===== src/sv/mopv_pkg.sv =====
// Shared constants and controller/datapath interface types for the median block.
// No dependencies.
package mopv_pkg;

    localparam int MAX_ITEMS_DEF   = 256;
    localparam int VALUE_WIDTH_DEF = 32;
    localparam int THR_WIDTH       = 32;
    localparam int CNT_OUT_WIDTH   = 9;
    localparam int APB_AW          = 3;
    localparam int APB_DW          = 32;
    localparam int CMP_WIDTH       = 64;

    // register index = paddr[2]
    localparam logic REG_IDX_THRESH = 1'b0;

    typedef enum logic [1:0] {
        RD_POS_M1 = 2'd0,
        RD_POS_M2 = 2'd1,
        RD_MED_LO = 2'd2,
        RD_MED_HI = 2'd3
    } t_rd_sel;

    typedef enum logic {
        WR_SHIFT = 1'b0,
        WR_KEY   = 1'b1
    } t_wr_sel;

    typedef struct packed {
        logic    load;
        logic    rd_en;
        t_rd_sel rd_sel;
        logic    wr_en;
        t_wr_sel wr_sel;
        logic    pos_dec;
        logic    cnt_inc;
        logic    ovf_set;
        logic    lat_lo;
        logic    lat_hi;
        logic    out_load;
    } t_cmd;

    typedef struct packed {
        logic keep;
        logic full;
        logic pos_zero;
        logic pos_one;
        logic rd_gt_key;
        logic last;
        logic out_free;
    } t_status;

endpackage


===== src/sv/mopv_ctrl.sv =====
// Sequencer for the median block: insertion, median fetch and result hand-off.
// Depends on mopv_pkg.
module mopv_ctrl (
    input  logic              i_clk,
    input  logic              i_rst_n,
    input  logic              i_in_valid,
    input  mopv_pkg::t_status i_status,
    output logic              o_in_ready,
    output mopv_pkg::t_cmd    o_cmd
);

    typedef enum logic [7:0] {
        S_IDLE   = 8'b0000_0001,
        S_CHECK  = 8'b0000_0010,
        S_CMP    = 8'b0000_0100,
        S_PUT    = 8'b0000_1000,
        S_FINISH = 8'b0001_0000,
        S_MLO    = 8'b0010_0000,
        S_MHI    = 8'b0100_0000,
        S_MOUT   = 8'b1000_0000
    } t_state;

    t_state r_state, n_state;

    always_ff @(posedge i_clk) begin
        if (!i_rst_n) begin
            r_state <= S_IDLE;
        end else begin
            r_state <= n_state;
        end
    end

    assign o_in_ready = (r_state == S_IDLE);

    always_comb begin
        n_state = r_state;
        o_cmd   = '0;
        unique case (r_state)
            S_IDLE: begin
                if (i_in_valid) begin
                    o_cmd.load = 1'b1;
                    n_state    = S_CHECK;
                end
            end
            S_CHECK: begin
                if (i_status.keep && i_status.full) begin
                    o_cmd.ovf_set = 1'b1;
                    n_state       = S_FINISH;
                end else if (i_status.keep && i_status.pos_zero) begin
                    o_cmd.wr_en   = 1'b1;
                    o_cmd.wr_sel  = mopv_pkg::WR_KEY;
                    o_cmd.cnt_inc = 1'b1;
                    n_state       = S_FINISH;
                end else if (i_status.keep) begin
                    o_cmd.rd_en  = 1'b1;
                    o_cmd.rd_sel = mopv_pkg::RD_POS_M1;
                    n_state      = S_CMP;
                end else begin
                    n_state = S_FINISH;
                end
            end
            S_CMP: begin
                // move the larger entry up one slot, fetch the next one down
                if (i_status.rd_gt_key) begin
                    o_cmd.wr_en   = 1'b1;
                    o_cmd.wr_sel  = mopv_pkg::WR_SHIFT;
                    o_cmd.pos_dec = 1'b1;
                    if (i_status.pos_one) begin
                        n_state = S_PUT;
                    end else begin
                        o_cmd.rd_en  = 1'b1;
                        o_cmd.rd_sel = mopv_pkg::RD_POS_M2;
                    end
                end else begin
                    o_cmd.wr_en   = 1'b1;
                    o_cmd.wr_sel  = mopv_pkg::WR_KEY;
                    o_cmd.cnt_inc = 1'b1;
                    n_state       = S_FINISH;
                end
            end
            S_PUT: begin
                o_cmd.wr_en   = 1'b1;
                o_cmd.wr_sel  = mopv_pkg::WR_KEY;
                o_cmd.cnt_inc = 1'b1;
                n_state       = S_FINISH;
            end
            S_FINISH: begin
                if (i_status.last) begin
                    o_cmd.rd_en  = 1'b1;
                    o_cmd.rd_sel = mopv_pkg::RD_MED_LO;
                    n_state      = S_MLO;
                end else begin
                    n_state = S_IDLE;
                end
            end
            S_MLO: begin
                o_cmd.lat_lo = 1'b1;
                o_cmd.rd_en  = 1'b1;
                o_cmd.rd_sel = mopv_pkg::RD_MED_HI;
                n_state      = S_MHI;
            end
            S_MHI: begin
                o_cmd.lat_hi = 1'b1;
                n_state      = S_MOUT;
            end
            S_MOUT: begin
                if (i_status.out_free) begin
                    o_cmd.out_load = 1'b1;
                    n_state        = S_IDLE;
                end
            end
            default: begin
                n_state = S_IDLE;
            end
        endcase
    end

endmodule


===== config.mk =====
export PLATFORM = sky130hd
export DESIGN_NAME = mopv_ctrl
export DESIGN_NICKNAME = d
export VERILOG_FILES = /design/src/sv/mopv_pkg.sv /design/src/sv/mopv_ctrl.sv
export SDC_FILE = /design/constraint.sdc
export NUM_CORES = 1
export LEC_CHECK = 0
export BUFFER_PORTS_ARGS = -buffer_cell sky130_fd_sc_hd__buf_2
export CAP_MARGIN = 10
export CORE_MARGIN = 8
export CORE_UTILIZATION = 40
export DETAILED_ROUTE_END_ITERATION = 6
export GPL_TIMING_DRIVEN = 0
export PLACE_DENSITY = 0.73
export SYNTH_ARGS = -nofsm -noshare
export SYNTH_HDL_FRONTEND = slang
export SYNTH_SLANG_ARGS = --single-unit

===== constraint.sdc =====
create_clock -name i_clk -period 1.8 [get_ports i_clk]
set_input_delay 0.09 -clock i_clk [delete_from_list [all_inputs] [get_ports i_clk]]
set_output_delay 0.09 -clock i_clk [all_outputs]
set_load 0.01 [all_outputs]

==> metrics <==
Post-Syn Instances 69; outcome finished, violations left; worst endpoint data arrival time 1.72 ns; first-pass GRT wire length 2500 um; Achievable Freq 554 MHz; Max FO, Critical Path 6; area share of the largest cell type after synthesis 0.295; Starting Density 0.423; Detail Placement HPWL 1190 um; n_diodes 0; PwrDens 562 nW/um^2; CTS tree done; Syn Nets 79; min-delay src i_status[1]; row count 13; Synth area leaders dfxtp_1, nor2b_1, nor2_1, and4b_1, nand2_1; Setup Skew 0.00156 ns; I/O Pins 23; Critical Path RT 1.71 ns; Post-synth EDFFs 0; R2R cell count 6; biggest regs r_state: 8 flops; peak supply drop 0.000395 V; max incr delay on CP 0.38 ns; die area 2790 um^2; Final Setup Violations 1; Setup WS post-layout -0.00577 ns; Layout Cells excl Fill 114; Setup CP Type flip-flop to output pin; slowest CP cell dfxtp_1; register area share after synthesis 0.295; vias in the first global route 595; gr usage total 0.120; max reg flops 8; grt ovf 0; initial antenna violation count 0; Worst setup EP type output pin; WHS Path Cells 3; DR vias 629; Routed Antenna Nets 0; Max Transition Viols Final 0; total core area 1280 um^2; Relative slew margins 0.698; I/O Buffers 22; total wire length 1620 um; RSZ-0062 raised after global routing yes; H-tree lvl count 1; Synth Cell Area 543 um^2; worst path cell trace nor4_4 > and4b_2 > buf_4 > a21oi_1 > o21ai_1 > buf_2; initial DRC count 28; Sink Count 8; commonest non-fill, non-tap cell in the layout buf_2; min cycle time layout 1.81 ns; dpl cells 106; Top reg by flops r_state; drt drc 0; Leakage 0.000391 uW; Placer Congestion 0.809; Synth Register Bits 8; pin count of the biggest net entering global routing 8; Fin. Hold Viols 0; Bufs on Longest Clock Path 2; clk root buf clkbuf_4; CP startpoint r_state[5]; Post-synth ARST share 0; CP Launch Type flip-flop; syn_area_per_cell 7.87 um^2; violated checks negative setup slack; CTS clock-pin slew for the worst setup and hold paths 0.05 ns; max_cap viols 0; clk_lat worst skew 0.25 ns; Sum Neg Setup Slack -0.00577 ns; share of cells above drive strength 1 0.424; hold-fix buffers at CTS 0; die width 52.8 um; ys flop type dfxtp_1; Synth area leader dfxtp_1; YS warnings 0; R2R setup slack 0.08 ns; Worst Tran Pin Value 0.448 ns; vias per inst 5.52; Net count, final 111; Num CTS Buffers 3; layout overhead on the synthesized area 42.6%; fin crit share 1.00; drt pass-1 iters 4; most frequent cells in the layout buf_2, nor2_1, nand2_1, buf_4; worst r2r src r_state[5]; Routed WL per cell 14.2 um; Die Y 52.8 um; count of cell types in the netlist 30; Hold Crit Class primary input to flip-flop
==> path summary, 6_finish.rpt <==
| kind | end |
|---|---|
| hold / removal | r_state[5] |
| setup reg to reg | r_state[0] |
| setup / recovery | o_cmd[10] |
| hold reg to reg | r_state[6] |
==> through the flow <==
step	hold WS, ns	power (uW)	cell area, um^2	setup slack (ns)	utilization
after global routing	0.102	458	774	-0.136	0.603
after global placement	0.346	294	672	0.157	0.523
after CTS	0.0836	434	737	0.0128	0.574
after floorplan	0.170	262	543	0.279	-
after detailed placement	0.352	296	672	0.133	0.523
final	0.0893	436	774	-0.00577	0.603
==> layer usage <==
| metal | up-vias | share of wire | track usage |
|---|---|---|---|
| met1 | 278 | 0.44 | 0.147 |
| met2 | 32 | 0.44 | 0.170 |
| met3 | 4 | 0.11 | 0.0511 |
| met5 | - | 0 | 0 |
| met4 | 0 | 0.015 | 0.0647 |
| li1 | 315 | - | - |
==> layout make-up <==
cell class,count,area [um^2]
fill,113,510
timing repair buffer,29,181
multi-input combinational,55,372
tap,15,18.8
clock buffer,3,22.5
inverter,4,15.0
sequential,8,165
==> Yosys cell counts, drive strengths merged (2+ instances only) <==
cell and instances:
a21oi 2, and3 2, and4b 3, buf 2
dfxtp 8, inv 4, nand2 8, nand2b 2
nand3 3, nor2 9, nor2b 6, nor4 3
o211ai 2, o21ai 2, o221ai 2
==> what timing repair did <==
item	in CTS	in global routing
pin swaps	5	1
buffers inserted	5	2
endpoints found under the setup margin	4	9
resized for setup	5	5
==> power by group <==
part,internal [uW],leakage (uW),switching [uW]
combinational,51.2,0.000311,58.0
clock,76.2,0.0000138,59.6
sequential,182,0.0000663,8.42
==> worst max-delay path: cells and delay by family, from the launching register on <==
family / cells / cell delay (ns)
DFF: 1 / 0.38
buffers and inverters: 2 / 0.27
AOI/OAI and AO/OA: 2 / 0.15
and+or+nand+nor: 2 / 0.66
==> logic make-up after synthesis <==
group,Yosys count,synth area share
XOR/XNOR,1,0.0161
AND/OR/NAND/NOR,43,0.472
AO/OA/AOI/OAI,11,0.161
flip-flops,8,0.295
buffers and inverters,6,0.0553
(Power assumes the default switching activity.)
